[config.mk]
export PLATFORM = sky130hd
export DESIGN_NAME = kwi_front
export DESIGN_NICKNAME = d
export VERILOG_FILES = /design/src/design/kwi_pkg.sv /design/src/design/kwi_fifo.sv /design/src/design/kwi_front.sv
export SDC_FILE = /design/constraint.sdc
export NUM_CORES = 1
export LEC_CHECK = 0
export BUFFER_PORTS_ARGS = -buffer_cell sky130_fd_sc_hd__buf_2
export CAP_MARGIN = 20
export CELL_PAD_IN_SITES_DETAIL_PLACEMENT = 1
export CELL_PAD_IN_SITES_GLOBAL_PLACEMENT = 2
export CORE_UTILIZATION = 39
export CTS_CLUSTER_SIZE = 28
export DETAILED_ROUTE_END_ITERATION = 10
export PLACE_DENSITY_LB_ADDON = 0.1
export REMOVE_ABC_BUFFERS = 1
export SLEW_MARGIN = 20
export SYNTH_ARGS = -nofsm -noshare
export SYNTH_HDL_FRONTEND = slang
export SYNTH_HIERARCHICAL = 1
export SYNTH_SLANG_ARGS = --single-unit
[constraint.sdc]
create_clock -name clk_i -period 4.3 [get_ports clk_i]
set_input_delay 0.43 -clock clk_i [delete_from_list [all_inputs] [get_ports clk_i]]
set_output_delay 0.43 -clock clk_i [all_outputs]
set_load 0.02 [all_outputs]
[src/design/kwi_pkg.sv]
// shared types and constants for the keyframe weight interpolator
// no dependencies
package kwi_pkg;
  localparam int unsigned MaxKeysDefault    = 64;
  localparam int unsigned MaxWeightsDefault = 16;
  localparam int unsigned TimeW    = 32;
  localparam int unsigned WeightW  = 16;
  localparam int unsigned KeySlotW = 6;
  localparam int unsigned WSlotW   = 4;
  localparam int unsigned KeysCfgW = 7;
  localparam int unsigned WCfgW    = 5;
  localparam int unsigned FracW    = 16;

  typedef enum logic [1:0] {
    OP_WR_TIME   = 2'd0,
    OP_WR_WEIGHT = 2'd1,
    OP_QUERY     = 2'd2,
    OP_NONE      = 2'd3
  } op_e;

  localparam logic CFG_KEYS    = 1'b0;
  localparam logic CFG_WEIGHTS = 1'b1;

  typedef struct packed {
    op_e                 op;
    logic [KeySlotW-1:0] key_slot;
    logic [WSlotW-1:0]   weight_slot;
    logic [TimeW-1:0]    time_value;
    logic [WeightW-1:0]  weight_in;
  } item_t;
endpackage

[src/design/kwi_fifo.sv]
// two-entry item queue between the front end and the back end
// depends on kwi_pkg
module kwi_fifo import kwi_pkg::*; (
  input  logic  clk_i,
  input  logic  rst_ni,
  input  logic  push_i,
  input  item_t data_i,
  output logic  full_o,
  input  logic  pop_i,
  output item_t data_o,
  output logic  empty_o
);
  item_t      mem_q [2];
  logic       wp_q, rp_q;
  logic [1:0] cnt_q;

  assign full_o  = cnt_q == 2'd2;
  assign empty_o = cnt_q == 2'd0;
  assign data_o  = mem_q[rp_q];

  always_ff @(posedge clk_i) begin
    if (push_i) mem_q[wp_q] <= data_i;
  end

  always_ff @(posedge clk_i or negedge rst_ni) begin
    if (!rst_ni) begin
      wp_q <= 1'b0; rp_q <= 1'b0; cnt_q <= 2'd0;
    end else begin
      if (push_i) wp_q <= ~wp_q;
      if (pop_i) rp_q <= ~rp_q;
      cnt_q <= cnt_q + {1'b0, push_i} - {1'b0, pop_i};
    end
  end
endmodule

[src/design/kwi_front.sv]
// front end: accepts items, drops op 3 and out-of-range writes
// depends on kwi_pkg and kwi_fifo
module kwi_front import kwi_pkg::*; #(
  parameter int unsigned MaxKeys    = MaxKeysDefault,
  parameter int unsigned MaxWeights = MaxWeightsDefault
) (
  input  logic  clk_i,
  input  logic  rst_ni,
  input  logic  valid_i,
  output logic  ready_o,
  input  item_t item_i,
  input  logic  pop_i,
  output item_t item_o,
  output logic  empty_o
);
  logic full, keep;
  always_comb begin
    unique case (item_i.op)
      OP_WR_TIME:   keep = 32'(item_i.key_slot) < MaxKeys;
      OP_WR_WEIGHT: keep = 32'(item_i.key_slot) < MaxKeys
                           && 32'(item_i.weight_slot) < MaxWeights;
      OP_QUERY:     keep = 1'b1;
      default:      keep = 1'b0;
    endcase
  end
  assign ready_o = !full;
  kwi_fifo u_fifo (
    .clk_i, .rst_ni, .push_i(valid_i && !full && keep), .data_i(item_i),
    .full_o(full), .pop_i, .data_o(item_o), .empty_o
  );
endmodule

==> impl_metrics.ini, run 1 <==
[floorplanning]
dieArea_um2 = 12900
start_util = 0.401
fp-row-count = 40
num_io_pins = 126
die_w_um = 113
die_h_um = 113
core_um2 = 12100

[logic_synthesis]
synth_compound_area_frac = 0
yosysWarnings = 6
synth_fa_ha_area_frac = 0.00517
synthMuxAreaShare = 0.185
ys_ff_latch = 124
synth_top_family_by_area = multiplexers
yosys.area_share.simple = 0.00672
syn_inst = 205
synthDistinctLibCells = 15
seq_area_frac_synth = 0.765
synth_xor_area_frac = 0.00853
netlist_area_um2 = 4840
postSynthAreaPerCell_um2 = 23.6
async_reset_ff_frac = 0.0323
synth_ff_type = edfxtp_1
synth_edf_count = 120

[worst_setup_path]
worstSetupPathType = reg -> out
path_max_fanout = 34
worstPathArrival_ns = 2.10
endpoint_kind = output port
required_ns = 3.87
start_kind = flip-flop

[global_route]
grt_pass1_wl_um = 13200
grt_start_max_net_pins = 39
grt_pass1_vias = 2468
antenna_found_initial = 0
grt.overflow.total = 0
grtUsageTotal = 0.145

[sta]
fin_setup_tns_ns = 0
finalSetupViolCount = 0
rsz0062_at_grt = no
relSlewSlack = 0.325
slew_violations = 0
period_share = 0.589
fin_skew_ns = 0.00479
timing.final.crit_period_ns = 2.53
finalHoldViolations = 0
worst_pin_slew_ns = 1.01
max_freq_ghz = 0.395

[clock_tree]
numCtsBuffers = 17
clkTransAtPathRegs_ns = 0.05
numClockSinks = 124
cts_max_level = 4
cts_tree = yes
clockBufferDepth = 2
cts_setup_buffers = 0
root_buffer = clkbuf_16
clock_latency_ns = 0.40

[place]
placed_cells = 495
dpl.hpwl_um = 5700
io_buffers = 125
place.gp.congestion = 0.637
placed_cell_area_um2 = 5610

[power]
power.share.clock = 0.271
power.switching_mw = 1.28
power_leakage_nw = 2.46
ir_drop_mv = 0.243
p_int_mw = 2.94
power.total_mw = 4.21
p_comb_frac = 0.316
pwr-share-seq = 0.414
switching_share = 0.303
power_density_nw_per_um2 = 692

[layout]
diodes = 0
final_area_um2 = 6090
syn2layout_area_growth_pct = 25.9
nets = 413
drive_above_1_share = 0.585
fill_cells = 1134
layout.cells.non_filler = 525

[routing]
dr.pass1.iters = 4
via_count = 2329
wl_per_cell_um = 16.4
dr.first_iter.drc_count = 85
drc = 0
routed_wl_um = 8610
ant_nets = 0
via_per_inst = 4.44

[job]
max_cap_violations = 0

[status]
status = finished clean

[min_path]
hold_class = in -> reg
## logic make-up after synthesis
family,Yosys count
muxes,60
and+or+nand+nor,6
buffers and inverters,10
DFF,124
xor gates and xnor gates,3
adders and majority gates,2
## timing repair
| action | 4_1_cts | 5_1_grt |
|---|---|---|
| resized for setup | 0 | 0 |
| hold buffers | 1 | 0 |
| endpoints found under the hold margin | 4 | 0 |
## synthesized netlist by cell type, types with 2 or more instances
master	instances	area share
buf_12	6	0.025
ha_1	2	0.0052
inv_1	3	0.0023
edfxtp_1	120	0.74
dfrtp_1	4	0.021
xor2_1	2	0.0036
mux2_4	59	0.18
nor2b_1	2	0.0026
## sequential cells by signal, indices dropped and copies added, names as in the netlist
name and flops:
u_fifo/mem_q 120, u_fifo/wp_q 1, u_fifo/rp_q 1, u_fifo/cnt_q 2
## power by group through the flow
stage / logic (mW) / clock network [mW] / registers [mW]
final: 1.33 / 1.14 / 1.74
after global routing: 1.42 / 1.22 / 1.77
after CTS: 1.36 / 1.18 / 1.75
after detailed placement: 1.36 / 0 / 1.77
after global placement: 1.27 / 0 / 1.83
after floorplan: 0.965 / 0 / 1.79
## path summary, 6_finish.rpt
kind | slack, ns | cells past startpoint | to | from
min reg2reg | 0.55 | 1 | u_fifo/wp_q | u_fifo/wp_q
max in group asynchronous | 3.78 | 2 | u_fifo/rp_q | rst_ni
max | 1.77 | 3 | item_o[23] | u_fifo/rp_q
min | 0.22 | 1 | u_fifo/mem_q[1][34] | item_i[34]
max reg2reg | 1.93 | 5 | u_fifo/mem_q[1][47] | u_fifo/cnt_q[1]
min in group asynchronous | 0.38 | 2 | u_fifo/rp_q | rst_ni
## worst max-delay path, cell delays in order, from the launching register on
cell and delay, ns:
dfrtp_4 0.86, buf_12 0.32, mux2_4 0.34, buf_2 0.16
## routing by layer
layer | track usage | vias to the layer above | wire length [um]
met1 | 0.170 | 1139 | 3700
met2 | 0.230 | 80 | 4230
met4 | 0.0763 | 0 | 175
met3 | 0.0563 | 18 | 502
li1 | - | 1092 | -
met5 | 0 | - | 0
## metrics by stage
stage / hold WS (ns) / util / worst slack [ns]
after floorplan: 0.134 / - / 0.218
after global placement: 0.243 / 0.464 / 1.93
after detailed placement: 0.251 / 0.465 / 1.84
after CTS: 0.194 / 0.505 / 1.71
after global routing: 0.196 / 0.505 / 1.67
final: 0.215 / 0.505 / 1.77
## layout make-up
type / instances / area, um^2 / area share
clock inverter: 8 / 30.0 / 0.00493
clock buffer: 21 / 440 / 0.0723
tap: 168 / 210 / 0.0345
timing repair buffer: 130 / 691 / 0.113
inverter: 3 / 11.3 / 0.00185
sequential: 124 / 3710 / 0.608
multi-input combinational: 71 / 1000 / 0.165
## cells in the final DEF (no fill, tap or decap)
cell type	count
mux2_2	1
clkbuf_16	17
nand2_1	1
and3_1	1
buf_2	125
edfxtp_1	120
xor2_1	2
dfrtp_1	3
clkinv_1	8
nor2b_4	1
dlygate4sd3_1	1
nor2_1	1
nor2b_1	1
buf_4	2
xor3_1	1
inv_1	3
mux2_4	59
and2_2	1
ha_1	2
buf_12	2
dfrtp_4	1
clkbuf_1	4
Power figures use the tool's default switching activity.
==> run 2: changes to the inputs <==
clock period = 2.4 ns   (was 4.3 ns; I/O delays follow)
==> run 2 against run 1 <==
Net effect: critical path depth is the same; setup slack lost 1.6 ns; clock-buffer cell count shrank 4; register-to-register slack lost 1.3 ns; via count shrank 0.13%; sequential cell count is the same; final cell count grew 0.95%; critical endpoint unchanged; largest cell class unchanged; largest power group unchanged.
==> impl_metrics.ini, run 2 (synthesis results as in run 1) <==
[status]
status = finished clean

[routing]
via_per_inst = 4.39
wl_per_cell_um = 16.1
routed_wl_um = 8540
ant_nets = 0
drc = 0
dr.pass1.iters = 4
via_count = 2326
dr.first_iter.drc_count = 83

[clock_tree]
cts_max_level = 4
clockBufferDepth = 2
clock_latency_ns = 0.40
numCtsBuffers = 17
root_buffer = clkbuf_16
numClockSinks = 124
clkTransAtPathRegs_ns = 0.06
cts_tree = yes
cts_resized = 0

[sta]
worst_slack_ns = 0.172
fin_skew_ns = 0.00635
period_share = 0.928
worst_pin_slew_ns = 0.602
fin_setup_tns_ns = 0
rsz0062_at_grt = no
finalSetupViolCount = 0
whs_ns = 0.0253
timing.final.crit_period_ns = 2.23
max_freq_ghz = 0.449
finalHoldViolations = 0
relSlewSlack = 0.599
slew_violations = 0

[place]
place.gp.congestion = 0.646
dp_slack_ns = 0.559
dpl.hpwl_um = 5670
io_buffers = 125
placed_cells = 497

[min_path]
hold_class = in -> reg

[layout]
mostFrequentLayoutCells = buf_2 (125), edfxtp_1 (120), mux2_4 (59)
multi_input_area_um2 = 1000
syn2layout_area_growth_pct = 27.9
largest_register_ffs = 120
drive_above_1_share = 0.619
diodes = 0
seqCellArea_um2 = 3710
layout.cells.non_filler = 530
utilization = 0.513
regMostFlops = u_fifo/mem_q
layout_commonest_cell = buf_2
fill_cells = 1134
reg_top3 = u_fifo/mem_q (120), u_fifo/cnt_q (2)
nets = 415

[worst_setup_path]
endpoint_kind = output port
start_kind = flip-flop
reg2reg_slack_ns = 0.59
worstPathArrival_ns = 1.99
path_max_fanout = 30
worstSetupPathType = reg -> out
required_ns = 2.16

[power]
power_density_nw_per_um2 = 1270
power_leakage_nw = 2.50
ir_drop_mv = 0.545

[floorplanning]
dieArea_um2 = 12900
fp-row-count = 40
die_h_um = 113
num_io_pins = 126
die_w_um = 113
start_util = 0.401
core_um2 = 12100

[global_route]
grtUsageTotal = 0.142
grt_pass1_vias = 2499
grt_start_max_net_pins = 31
grt_pass1_wl_um = 12900
antenna_found_initial = 0
grt.overflow.total = 0

[job]
max_cap_violations = 0
## run 2: cell count changes in the layout (fill, tap and decap cells not counted), moves of 2 or more
cell | previous run | this run
clkinv_2 | 0 | 2
clkbuf_1 | 4 | 0
clkinvlp_4 | 0 | 6
buf_4 | 2 | 4
clkinv_4 | 0 | 4
clkinv_1 | 8 | 2
## run 2: path summary, 6_finish.rpt
path | start | to | depth (start not counted)
hold reg to reg | u_fifo/wp_q | u_fifo/wp_q | 1
max in group asynchronous | rst_ni | u_fifo/rp_q | 2
min in group asynchronous | rst_ni | u_fifo/cnt_q[1] | 2
setup reg to reg | u_fifo/cnt_q[1] | u_fifo/mem_q[0][8] | 5
setup / recovery | u_fifo/rp_q | item_o[23] | 3
hold / removal | item_i[34] | u_fifo/mem_q[0][34] | 1
## run 2: cell type report
class                           count  share of cell area
Sequential cell                   124               0.599
Timing Repair Buffer              132               0.114
Multi-Input combinational cell     71               0.162
Inverter                            3             0.00182
Tap cell                          168              0.0339
Clock buffer                       17              0.0687
Clock inverter                     15              0.0206
## run 2: timing repair
item | 4_1_cts | 5_1_grt
endpoints found under the hold margin | 4 | 0
setup endpoints to repair | 0 | 0
hold buffers | 1 | 0
buffers inserted | 0 | 0
## run 2: metrics by stage
stage / instance area (um^2) / power, mW
floorplan: 4710 / 4.93
global placement: 5630 / 5.59
detailed placement: 5630 / 5.63
CTS: 6190 / 7.99
global route: 6190 / 8.20
finish: 6190 / 7.84
## run 2: report_power, final
group | internal (mW) | switching, mW | leakage, nW | total (mW)
registers | 2.85 | 0.255 | 1.15 | 3.10
logic | 1.17 | 1.26 | 1.10 | 2.43
clock network | 1.41 | 0.899 | 0.252 | 2.31
total | 5.43 | 2.42 | 2.50 | 7.84
## run 2: critical path, stage by stage, from the launching register on
cell	delay, ns
dfrtp_4	0.82
buf_12	0.27
mux2_4	0.33
buf_2	0.16
## run 2: layer usage
| layer | wire length [um] | vias up | global-route usage |
|---|---|---|---|
| met5 | 0 | - | 0 |
| met3 | 329 | 6 | 0.0430 |
| li1 | - | 1098 | - |
| met1 | 3770 | 1148 | 0.170 |
| met2 | 4340 | 74 | 0.234 |
| met4 | 94 | 0 | 0.0711 |
==> run 3: changes to the inputs <==
BUFFER_PORTS_ARGS = default   (was -buffer_cell sky130_fd_sc_hd__buf_2)
CORE_UTILIZATION = 46   (was 39)
DONT_BUFFER_PORTS = 1   (was default)
MAX_ROUTING_LAYER = met4   (was default)
==> run 3 against run 2 <==
Net effect: clock-buffer cell count rose by 4; largest power group unchanged; final cell count fell by 18%; largest cell class unchanged; sequential cell count did not move.
==> impl_metrics.ini, run 3 (synthesis results as in run 1) <==
[status]
status = finished clean

[place]
place.gp.congestion = 0.675
placed_cells = 340
io_buffers = 0
placed_cell_area_um2 = 4980
dpl.hpwl_um = 5280

[routing]
via_count = 2108
via_per_inst = 4.86
ant_nets = 0
drc = 0
dr.pass1.iters = 4
routed_wl_um = 8170
wl_per_cell_um = 18.8
dr.first_iter.drc_count = 89

[clock_tree]
numCtsBuffers = 17
cts_resized = 0
root_buffer = clkbuf_8
clock_latency_ns = 0.50
clkTransAtPathRegs_ns = 0.05
cts_max_level = 4
numClockSinks = 124
cts_tree = yes
clockBufferDepth = 2

[worst_setup_path]
required_ns = 2.16
path_cells = buf_4 -> mux2_4
crit_start = u_fifo/rp_q
rr_endpoint = u_fifo/mem_q[0][28]
max_stage_delay_ns = 0.70
endpoint_kind = output port
reg2reg_slack_ns = 0.56
start_kind = flip-flop
path_max_fanout = 22
critPathSlowestCell = dfrtp_4
worstSetupPathType = reg -> out
worstReg2RegStart = u_fifo/cnt_q[1]
rr_worst_depth = 5
worstPathArrival_ns = 1.99

[sta]
finalSetupViolCount = 0
fin_skew_ns = 0.00593
max_freq_ghz = 0.449
rsz0062_at_grt = no
worst_pin_slew_ns = 0.434
slew_violations = 0
relSlewSlack = 0.711
timing.final.crit_period_ns = 2.23
period_share = 0.928
finalHoldViolations = 0

[global_route]
grt.overflow.total = 0
grt_start_max_net_pins = 39
grtUsageTotal = 0.165
grt_pass1_wl_um = 12700
antenna_found_initial = 0
grt_pass1_vias = 2380

[layout]
fill_cells = 877
layout_commonest_cell = edfxtp_1
drive_above_1_share = 0.315
syn2layout_area_growth_pct = 26.7
nets = 352
reg_top3 = u_fifo/mem_q (120), u_fifo/cnt_q (2)
utilization = 0.597
layout.cells.non_filler = 434
largest_register_ffs = 120
mostFrequentLayoutCells = edfxtp_1 (120), dlygate4sd3_1 (63), mux2_4 (59)
diodes = 0
final_area_um2 = 6140
regMostFlops = u_fifo/mem_q

[floorplanning]
core_um2 = 10300
die_w_um = 105
num_io_pins = 126
start_util = 0.471
dieArea_um2 = 10900
fp-row-count = 37
die_h_um = 105

[min_path]
hold_path_end = u_fifo/wp_q
holdPathStages = 2
hold_class = in -> reg
min_from = valid_i

[job]
max_cap_violations = 0

[power]
power.switching_mw = 2.24
power_density_nw_per_um2 = 1220
p_int_mw = 5.25
power.share.clock = 0.302
ir_drop_mv = 0.549
power_leakage_nw = 2.28
pwr-share-seq = 0.409
p_comb_frac = 0.289
switching_share = 0.299
run 3: routing by layer:
layer	vias to the layer above	global-route usage	wire length, um
li1	966	-	-
met1	1050	0.177	3180
met2	81	0.268	4360
met3	11	0.0636	507
met4	0	0.0815	118
met5	-	-	0
run 3: timing repair:
| item | 4_1_cts | 5_1_grt |
|---|---|---|
| hold endpoints to repair | 125 | 0 |
| setup buffers | 0 | 0 |
| hold buffers | 63 | 0 |
run 3: cell type report:
cell class,count,area (um^2),share of cell area
tap,136,170,0.0277
multi-input combinational,71,1000,0.164
clock buffer,21,429,0.0699
timing repair buffer,69,713,0.116
inverter,3,11.3,0.00184
sequential,124,3710,0.604
clock inverter,10,100,0.0163
run 3: power by group through the flow:
stage	Clock, mW	Combinational, mW	Sequential (mW)
after global routing	2.39	2.27	3.10
after floorplan	0	1.73	3.20
after global placement	0	2.06	3.08
after CTS	2.31	2.20	3.07
after detailed placement	0	2.10	3.11
final	2.26	2.16	3.06
run 3: worst max-delay path by stage:
stage                     slack, ns  cells after the start                   to
after floorplan               -1.68                      4   u_fifo/mem_q[0][0]
after global placement         0.62                      5   u_fifo/mem_q[0][2]
after detailed placement       0.55                      5  u_fifo/mem_q[0][39]
after CTS                      0.11                      2           item_o[13]
after global routing           0.09                      2           item_o[13]
final                          0.17                      2           item_o[13]
run 3: worst max-delay path: cells and delay by family, from the launching register on:
| kind | cells | cell delay (ns) |
|---|---|---|
| mux | 1 | 0.38 |
| buf+inv | 1 | 0.39 |
| flops | 1 | 0.70 |
run 3: metrics by stage:
stage | hold slack, ns | setup slack, ns | TNS, ns | total power [mW]
after floorplan | -0.0556 | -1.68 | -156.98 | 4.93
after global placement | -0.0555 | 0.623 | 0 | 5.14
after detailed placement | -0.0555 | 0.548 | 0 | 5.21
after CTS | 0.0445 | 0.107 | 0 | 7.59
after global routing | 0.0940 | 0.0899 | 0 | 7.77
final | 0.0799 | 0.172 | 0 | 7.49
